**src/hdl/serial_frame_receiver_with_sum_check_core_assert.svh**
```systemverilog
// assertion macros used by the frame parser module
`ifndef SERIAL_FRAME_RECEIVER_WITH_SUM_CHECK_CORE_ASSERT_SVH
`define SERIAL_FRAME_RECEIVER_WITH_SUM_CHECK_CORE_ASSERT_SVH

// same-cycle implication, sampled on clk, off while in reset
`define SFR_ASSERT_NOW(label, ante, cons) \
    label: assert property (@(posedge clk) disable iff (!rst_n) (ante) |-> (cons)) \
        else $error("sfr assertion failed");

// next-cycle implication, sampled on clk, off while in reset
`define SFR_ASSERT_NEXT(label, ante, cons) \
    label: assert property (@(posedge clk) disable iff (!rst_n) (ante) |=> (cons)) \
        else $error("sfr assertion failed");

`endif

```
**src/hdl/sfr_pkg.sv**
```systemverilog
// shared types and constants for the serial frame receiver
package sfr_pkg;

    // framing bytes
    localparam logic [7:0] START_BYTE = 8'hAB;
    localparam logic [7:0] SYNC_HEAD  = 8'hAC;
    localparam logic [7:0] SYNC_TAIL  = 8'h01;

    // input transaction kinds
    localparam logic ITEM_BYTE = 1'b0;
    localparam logic ITEM_SYNC = 1'b1;

    // result kinds
    localparam logic [1:0] RES_PAYLOAD = 2'd0;
    localparam logic [1:0] RES_GOOD    = 2'd1;
    localparam logic [1:0] RES_BAD     = 2'd2;
    localparam logic [1:0] RES_SYNC    = 2'd3;

    // one input transaction
    typedef struct packed {
        logic       kind;
        logic [7:0] data;
    } sfr_item_t;

    // one result transaction
    typedef struct packed {
        logic       valid;
        logic [1:0] kind;
        logic [7:0] data;
    } sfr_result_t;

    // pipeline control from the top level to the parser
    typedef struct packed {
        logic fire;
        logic taken;
    } sfr_ctl_t;

endpackage

```
**src/hdl/serial_frame_receiver_with_sum_check_core.sv**
```systemverilog
// top level of the serial frame receiver with additive sum check
//
// Usage:
//   item channel (item_valid / item_stall): one transaction per link byte
//   (kind 0, rx_byte) or a sync search request (kind 1, rx_byte ignored).
//   result channel (result_valid / result_stall): payload bytes passed on
//   cut-through (out_kind 0), then a good or bad frame marker (1 or 2)
//   after the last sum byte, or sync achieved (3) once AC 01 is seen.
//   The consumer drops the payload of a frame that ends with a bad marker.
//   A result is loaded into the result register from the input register
//   once its transaction has been accepted there, and is taken from there.
//   Throughput: one transaction per cycle while result_stall is low, set
//   by the single phase update between the input and result registers.
//   Bytes that yield no result still pass through the input register.
//   Reset: both registers empty, the parser hunts for the start byte.
//   Stall: a held result stays on the outputs; the input register then
//   fills and item_stall rises while it holds a waiting transaction.

module serial_frame_receiver_with_sum_check_core (
    input  logic       clk,
    input  logic       rst_n,
    input  logic       item_valid,
    output logic       item_stall,
    input  logic       kind,
    input  logic [7:0] rx_byte,
    output logic       result_valid,
    input  logic       result_stall,
    output logic [1:0] out_kind,
    output logic [7:0] out_byte
);
    import sfr_pkg::*;

    logic        in_valid_reg, in_valid_next;
    sfr_item_t   in_item_reg, in_item_next;
    logic        res_ready;
    logic        accept;
    sfr_ctl_t    ctl;
    sfr_result_t result;

    // result register can take a new entry when empty or being drained
    assign res_ready  = !result.valid || !result_stall;
    assign ctl.fire   = in_valid_reg && res_ready;
    assign ctl.taken  = result.valid && !result_stall;
    assign item_stall = in_valid_reg && !res_ready;
    assign accept     = item_valid && !item_stall;

    // input register
    always_comb
    begin
        in_valid_next = in_valid_reg;
        in_item_next  = in_item_reg;
        if (ctl.fire)
        begin
            in_valid_next = 1'b0;
        end
        if (accept)
        begin
            in_valid_next     = 1'b1;
            in_item_next.kind = kind;
            in_item_next.data = rx_byte;
        end
    end

    always_ff @(posedge clk or negedge rst_n)
    begin
        if (!rst_n)
        begin
            in_valid_reg <= 1'b0;
        end
        else
        begin
            in_valid_reg <= in_valid_next;
        end
    end

    always_ff @(posedge clk)
    begin
        in_item_reg <= in_item_next;
    end

    // frame parser with result register
    sfr_parser u_parser (
        .clk    (clk),
        .rst_n  (rst_n),
        .ctl    (ctl),
        .item   (in_item_reg),
        .result (result)
    );

    assign result_valid = result.valid;
    assign out_kind     = result.kind;
    assign out_byte     = result.data;

endmodule

```
**src/hdl/sfr_parser.sv**
```systemverilog
// frame parser: phase machine, length and sum tracking, result register
`include "serial_frame_receiver_with_sum_check_core_assert.svh"

module sfr_parser (
    input  logic                clk,
    input  logic                rst_n,
    input  sfr_pkg::sfr_ctl_t    ctl,
    input  sfr_pkg::sfr_item_t   item,
    output sfr_pkg::sfr_result_t result
);
    import sfr_pkg::*;

    typedef enum logic [2:0] {
        PH_HUNT,
        PH_LEN_HI,
        PH_LEN_LO,
        PH_DATA,
        PH_SUM_HI,
        PH_SUM_LO,
        PH_SYNC,
        PH_SYNC_AC
    } phase_t;

    phase_t      phase_reg, phase_next;
    logic [15:0] bytes_left_reg, bytes_left_next;
    logic [15:0] frame_length_reg, frame_length_next;
    logic [15:0] running_sum_reg, running_sum_next;
    logic [7:0]  sum_high_reg, sum_high_next;
    sfr_result_t res_reg, res_next;

    logic [15:0] sum_plus;
    logic [15:0] length_full;
    logic [15:0] left_dec;
    logic [15:0] sum_got;

    assign sum_plus    = running_sum_reg + {8'h00, item.data};
    assign length_full = {frame_length_reg[15:8], item.data};
    assign left_dec    = bytes_left_reg - 16'd1;
    assign sum_got     = {sum_high_reg, item.data};

    // next state and result for the transaction in the input register
    always_comb
    begin
        phase_next        = phase_reg;
        bytes_left_next   = bytes_left_reg;
        frame_length_next = frame_length_reg;
        running_sum_next  = running_sum_reg;
        sum_high_next     = sum_high_reg;
        res_next          = res_reg;

        if (ctl.taken)
        begin
            res_next.valid = 1'b0;
        end

        if (ctl.fire)
        begin
            res_next.valid = 1'b0;
            res_next.kind  = RES_PAYLOAD;
            res_next.data  = 8'h00;

            if (item.kind == ITEM_SYNC)
            begin
                // sync request abandons a frame in progress
                unique case (phase_reg)
                    PH_SYNC, PH_SYNC_AC:
                    begin
                    end
                    PH_HUNT:
                    begin
                        phase_next = PH_SYNC;
                    end
                    default:
                    begin
                        phase_next     = PH_SYNC;
                        res_next.valid = 1'b1;
                        res_next.kind  = RES_BAD;
                    end
                endcase
            end
            else
            begin
                unique case (phase_reg)
                    PH_HUNT:
                    begin
                        if (item.data == START_BYTE)
                        begin
                            running_sum_next  = {8'h00, START_BYTE};
                            frame_length_next = 16'h0000;
                            bytes_left_next   = 16'h0000;
                            sum_high_next     = 8'h00;
                            phase_next        = PH_LEN_HI;
                        end
                        else if (item.data == SYNC_HEAD)
                        begin
                            phase_next = PH_SYNC_AC;
                        end
                    end
                    PH_LEN_HI:
                    begin
                        frame_length_next = {item.data, 8'h00};
                        running_sum_next  = sum_plus;
                        phase_next        = PH_LEN_LO;
                    end
                    PH_LEN_LO:
                    begin
                        frame_length_next = length_full;
                        running_sum_next  = sum_plus;
                        if (length_full == 16'd0)
                        begin
                            phase_next     = PH_HUNT;
                            res_next.valid = 1'b1;
                            res_next.kind  = RES_BAD;
                        end
                        else if (length_full == 16'd1)
                        begin
                            phase_next = PH_SUM_LO;
                        end
                        else if (length_full == 16'd2)
                        begin
                            phase_next = PH_SUM_HI;
                        end
                        else
                        begin
                            bytes_left_next = length_full - 16'd2;
                            phase_next      = PH_DATA;
                        end
                    end
                    PH_DATA:
                    begin
                        running_sum_next = sum_plus;
                        bytes_left_next  = left_dec;
                        if (left_dec == 16'd0)
                        begin
                            phase_next = PH_SUM_HI;
                        end
                        res_next.valid = 1'b1;
                        res_next.kind  = RES_PAYLOAD;
                        res_next.data  = item.data;
                    end
                    PH_SUM_HI:
                    begin
                        sum_high_next = item.data;
                        phase_next    = PH_SUM_LO;
                    end
                    PH_SUM_LO:
                    begin
                        // lengths below two never pass
                        phase_next     = PH_HUNT;
                        res_next.valid = 1'b1;
                        if (frame_length_reg >= 16'd2 && sum_got == running_sum_reg)
                        begin
                            res_next.kind = RES_GOOD;
                        end
                        else
                        begin
                            res_next.kind = RES_BAD;
                        end
                    end
                    PH_SYNC:
                    begin
                        if (item.data == SYNC_HEAD)
                        begin
                            phase_next = PH_SYNC_AC;
                        end
                    end
                    PH_SYNC_AC:
                    begin
                        if (item.data == SYNC_TAIL)
                        begin
                            phase_next     = PH_HUNT;
                            res_next.valid = 1'b1;
                            res_next.kind  = RES_SYNC;
                        end
                        else if (item.data == SYNC_HEAD)
                        begin
                            phase_next = PH_SYNC_AC;
                        end
                        else
                        begin
                            phase_next = PH_SYNC;
                        end
                    end
                    default:
                    begin
                        phase_next = PH_HUNT;
                    end
                endcase
            end
        end
    end

    // state and result register
    always_ff @(posedge clk or negedge rst_n)
    begin
        if (!rst_n)
        begin
            phase_reg        <= PH_HUNT;
            bytes_left_reg   <= 16'h0000;
            frame_length_reg <= 16'h0000;
            running_sum_reg  <= 16'h0000;
            sum_high_reg     <= 8'h00;
            res_reg          <= '0;
        end
        else
        begin
            phase_reg        <= phase_next;
            bytes_left_reg   <= bytes_left_next;
            frame_length_reg <= frame_length_next;
            running_sum_reg  <= running_sum_next;
            sum_high_reg     <= sum_high_next;
            res_reg          <= res_next;
        end
    end

    assign result = res_reg;

    // checks
    `SFR_ASSERT_NOW(a_marker_data_zero,
        res_reg.valid && res_reg.kind != RES_PAYLOAD, res_reg.data == 8'h00)
    `SFR_ASSERT_NOW(a_data_phase_count,
        phase_reg == PH_DATA, bytes_left_reg != 16'd0)
    `SFR_ASSERT_NEXT(a_abandon_gives_bad,
        ctl.fire && item.kind == ITEM_SYNC && phase_reg != PH_HUNT
            && phase_reg != PH_SYNC && phase_reg != PH_SYNC_AC,
        res_reg.valid && res_reg.kind == RES_BAD && phase_reg == PH_SYNC)
    `SFR_ASSERT_NEXT(a_sync_pair_found,
        ctl.fire && item.kind == ITEM_BYTE && phase_reg == PH_SYNC_AC
            && item.data == SYNC_TAIL,
        res_reg.valid && res_reg.kind == RES_SYNC && phase_reg == PH_HUNT)

endmodule
```
**config.mk**
```make
export PLATFORM = sky130hd
export DESIGN_NAME = serial_frame_receiver_with_sum_check_core
export DESIGN_NICKNAME = d
export VERILOG_FILES = /design/src/hdl/sfr_pkg.sv /design/src/hdl/serial_frame_receiver_with_sum_check_core.sv /design/src/hdl/sfr_parser.sv
export VERILOG_INCLUDE_DIRS = /design/src /design/src/hdl
export SDC_FILE = /design/constraint.sdc
export NUM_CORES = 1
export LEC_CHECK = 0
export ABC_AREA = 0
export BUFFER_PORTS_ARGS = -buffer_cell sky130_fd_sc_hd__buf_2
export CAP_MARGIN = 20
export CORE_ASPECT_RATIO = 1.25
export CORE_UTILIZATION = 26
export CTS_CLUSTER_SIZE = 24
export DETAILED_ROUTE_END_ITERATION = 16
export GPL_TIMING_DRIVEN = 0
export SLEW_MARGIN = 20
export SYNTH_ARGS = -nofsm -noshare
export SYNTH_HDL_FRONTEND = slang
export SYNTH_SLANG_ARGS = --single-unit
```
**constraint.sdc**
```tcl
create_clock -name clk -period 2.8 [get_ports clk]
set_input_delay 0.84 -clock clk [delete_from_list [all_inputs] [get_ports clk]]
set_output_delay 0.84 -clock clk [all_outputs]
set_load 0.02 [all_outputs]
```
==> results by group <==
Global routing
  • First-pass GRT wire length: 21.8 mm
  • Vias in the first global route: 4178
  • GRT overflow: 0
  • GRT Total Usage: about 14%
  • Pin count of the biggest net entering global routing: 51
  • Initial antenna violation count: 0

Setup path
  • Worst path required time: 3.02 ns
  • WS Path Type: reg2reg
  • Slowest CP cell: or4_4
  • CP peak stage delay: approximately 0.52 ns
  • Reg-to-reg endpoint: u_parser.phase_reg[1]$_DFFE_PN0P_
  • R2r setup slk: -0.1 ns
  • Cells along the critical path: inv_2, ha_4, or3b_4, or4_4, xnor2_2, or4_4, o31a_1, a211oi_2, o21ai_1
  • Crit path capture type: register
  • Worst-path fanout max: 6
  • Worst path arrival time: 3.12 ns
  • Crit path capture: u_parser.phase_reg[1]$_DFFE_PN0P_
  • Worst setup SP type: register
  • Most frequent CP cell: or4_4
  • R2R cell count: 9
  • Worst r2r src: u_parser.bytes_left_reg[1]$_DFFE_PN0P_
  • Crit path from: u_parser.bytes_left_reg[1]$_DFFE_PN0P_

Timing
  • Clk_skew: 0.00954 ns
  • Max Clk Rate: 345 MHz
  • Final hold viol count: 0
  • Final Max Slew Viols: 0
  • Min Tclk post-route: 2.90 ns
  • # setup viols final: 3
  • Worst slew margin: 48.6%
  • Fin crit share: 103%
  • RSZ-0062 raised after global routing: yes
  • Final WS setup: -0.0955 ns
  • Worst-Margin Slew: about 0.76 ns

Status
  • Failing checks: setup timing
  • Status: finished, violations left

Synthesis
  • Register bit total from synthesis: 79
  • Sequential-to-total area share from yosys stat: 41.6%
  • Synth warn: 0
  • Area leader, netlist: dfrtp_1
  • Post-synth ARST share: between 80% and 90%
  • Unique cell type count in the Yosys netlist: 70
  • Main synth FF type: dfrtp_1
  • Syn_nets: 569
  • Mean Syn Cell Area: 8.93 sq um
  • Most frequent cells after synthesis: dfrtp_1 (70), o21ai_0 (49), nand2_1 (45)
  • Ranking of synthesized cells by area: dfrtp_1 (36%), edfxtp_1 (5.6%), o21ai_0 (5.1%), nand3_1 (3.6%), nand2_1 (3.5%)
  • Synth Cell Area: 4860 sq um
  • Cell count after synthesis: 544
  • Top-count cell post-synth: dfrtp_1
  • Share of the synthesized area in the top cell type: 36.1%
  • Number of enable flip-flop cells after synthesis: 9

Final layout
  • Layout fillers: approximately 2000
  • Final instance count without filler cells: roughly 830
  • P&R area growth vs syn: 20.3%
  • Reg area: ~2000 sq um
  • Multi-input gate area: 2590 sq um
  • Layout cells sized above 1: 18.4%
  • Nets@finish: 619
  • ANT cells: 0
  • Final instance area: 5840 sq um

Place
  • Place WS: -0.374 ns
  • # port buffers: 24
  • GP Congestion: about 0.85
  • Area after DPL: roughly 5300 sq um
  • DP HPWL: just over 9 mm
  • Placed cell count: 797

Detailed routing
  • DR vias/cell: 5.17
  • First-pass DRT Iterations: 6
  • Antenna-violating nets left: 0
  • Initial DRC count: roughly 280
  • Final wirelength: 13.1 mm
  • Via count: 4276
  • Post-DR wirelength/cell: 15.8 microns
  • DRC Markers: 0

Floorplanning
  • IO Pins: 25
  • Die height: 155 microns
  • Core footprint: 18200 sq um
  • Row cnt: 55
  • Initial Util: 26.7%
  • DIE AREA: 19200 sq um
  • Die Width: 124 microns

Clock tree
  • Clock Latency Late Sink: approximately 0.35 ns
  • Hold-fix buffers at CTS: 0
  • Total CTS buffers: 9
  • CTS tree: built
  • Root buffer cell: clkbuf_16
  • Clk sinks: 79
  • Clock Tree Buf Depth: 2
  • H-tree depth: 3
  • Clk pin slew, worst setup/hold paths: 0.06 ns

Min path
  • Hold Path Class: in2async

Run
  • Max Cap Viol: 0

Pwr
  • Max VDD drop: 0.336 mV
  • Leak: 2.42 nW
  • Power Dens Cells: between 700 and 800 nW/um^2
## cell families after synthesis
family                     count (synthesis)  share of synthesized area, %
buffers and inverters                     72                          6.57
AOI/OAI and AO/OA                        154                          20.7
adders and majority gates                 12                          3.25
and+or+nand+nor                          195                          21.9
xor gates and xnor gates                  32                          5.93
DFF                                       79                          41.6
## metrics by stage
stage | TNS [ns] | utilization (%) | hold slack (ns) | total power (W)
3_5_place_dp | -7.81 | 29.3 | 0.469 | 0.00272
3_3_place_gp | -6.17 | 29.1 | 0.467 | 0.00269
4_1_cts | -0.281 | 31.7 | 0.391 | 0.00420
6_report | -0.237 | 32.1 | 0.385 | 0.00419
5_1_grt | -0.443 | 32.1 | 0.397 | 0.00446
2_1_floorplan | -0.0563 | - | 0.447 | 0.00242
## metal layers
| metal | share of wire, % | global-route usage, % | up-vias |
|---|---|---|---|
| met1 | 43 | 17.5 | 2092 |
| met2 | 51 | 24.2 | 92 |
| met5 | 0 | 0 | - |
| met3 | 3.2 | 2.66 | 25 |
| li1 | - | - | 2067 |
| met4 | 2.4 | 5.34 | 0 |
## worst min-delay path by stage
| stage | end | cells past startpoint | startpoint | slack [ns] |
|---|---|---|---|---|
| 4_1_cts | u_parser.running_sum_reg[5]$_DFFE_PN0P_ | 1 | rst_n | 0.39 |
| 3_3_place_gp | u_parser.result[3]$_DFFE_PN0P_ | 2 | u_parser.result[3]$_DFFE_PN0P_ | 0.47 |
| 2_1_floorplan | u_parser.running_sum_reg[2]$_DFFE_PN0P_ | 2 | u_parser.running_sum_reg[2]$_DFFE_PN0P_ | 0.45 |
| 5_1_grt | u_parser.running_sum_reg[5]$_DFFE_PN0P_ | 1 | rst_n | 0.40 |
| 3_5_place_dp | u_parser.result[6]$_DFFE_PN0P_ | 2 | u_parser.result[6]$_DFFE_PN0P_ | 0.47 |
| 6_report | u_parser.running_sum_reg[5]$_DFFE_PN0P_ | 1 | rst_n | 0.39 |
## final cells by class
cell class,count,area share (%)
Clock inverter,5,1.80
Clock buffer,11,4.16
Inverter,37,2.38
Buffer,34,3.17
Sequential cell,79,34.7
Multi-Input combinational cell,393,44.4
Tap cell,228,4.89
Timing Repair Buffer,40,4.50
## worst max-delay path: cells and delay by family, from the launching register on
kind                     cells  cell delay, ns
XOR/XNOR                     1            0.17
adder cells (fa/ha/maj)      1            0.16
flip-flops                   1            0.41
AND/OR/NAND/NOR              3            1.33
buffers and inverters        1            0.08
AO/OA/AOI/OAI                3            0.61
## cells in the final DEF, fill, tap and decap left out, types with 3 or more instances in the layout
cell	instances
nand3_1	34
or4_4	5
o41ai_1	3
buf_6	4
clkbuf_1	19
bufinv_16	3
nand2b_1	4
nor2b_1	3
o21ai_1	10
or4_1	3
buf_4	17
a32oi_1	3
o21ai_0	49
nor3_1	14
and2_1	3
inv_1	35
or3_1	8
o32ai_1	5
xnor2_1	15
buf_2	31
xor2_1	15
o21a_1	7
a31oi_1	3
a22o_1	11
nor2_1	35
nor4_1	9
a22oi_1	3
ha_1	10
dfrtp_1	68
nor4_2	4
a21oi_1	25
nand2_1	45
edfxtp_1	9
o22ai_1	5
clkbuf_16	9
a21o_1	4
and3_1	3
## where the power goes
group | internal, W | leakage, nW | switching [W]
registers | 0.00138 | 0.942 | 0.000167
clock network | 0.000896 | 0.162 | 0.000493
logic | 0.000579 | 1.32 | 0.000684
## repair_timing
action,CTS,global route
setup endpoints to repair,10,29
endpoints found under the hold margin,0,0
gates resized for setup,7,15
buffers inserted,10,5
pin swaps,6,8
Power figures use the tool's default switching activity.
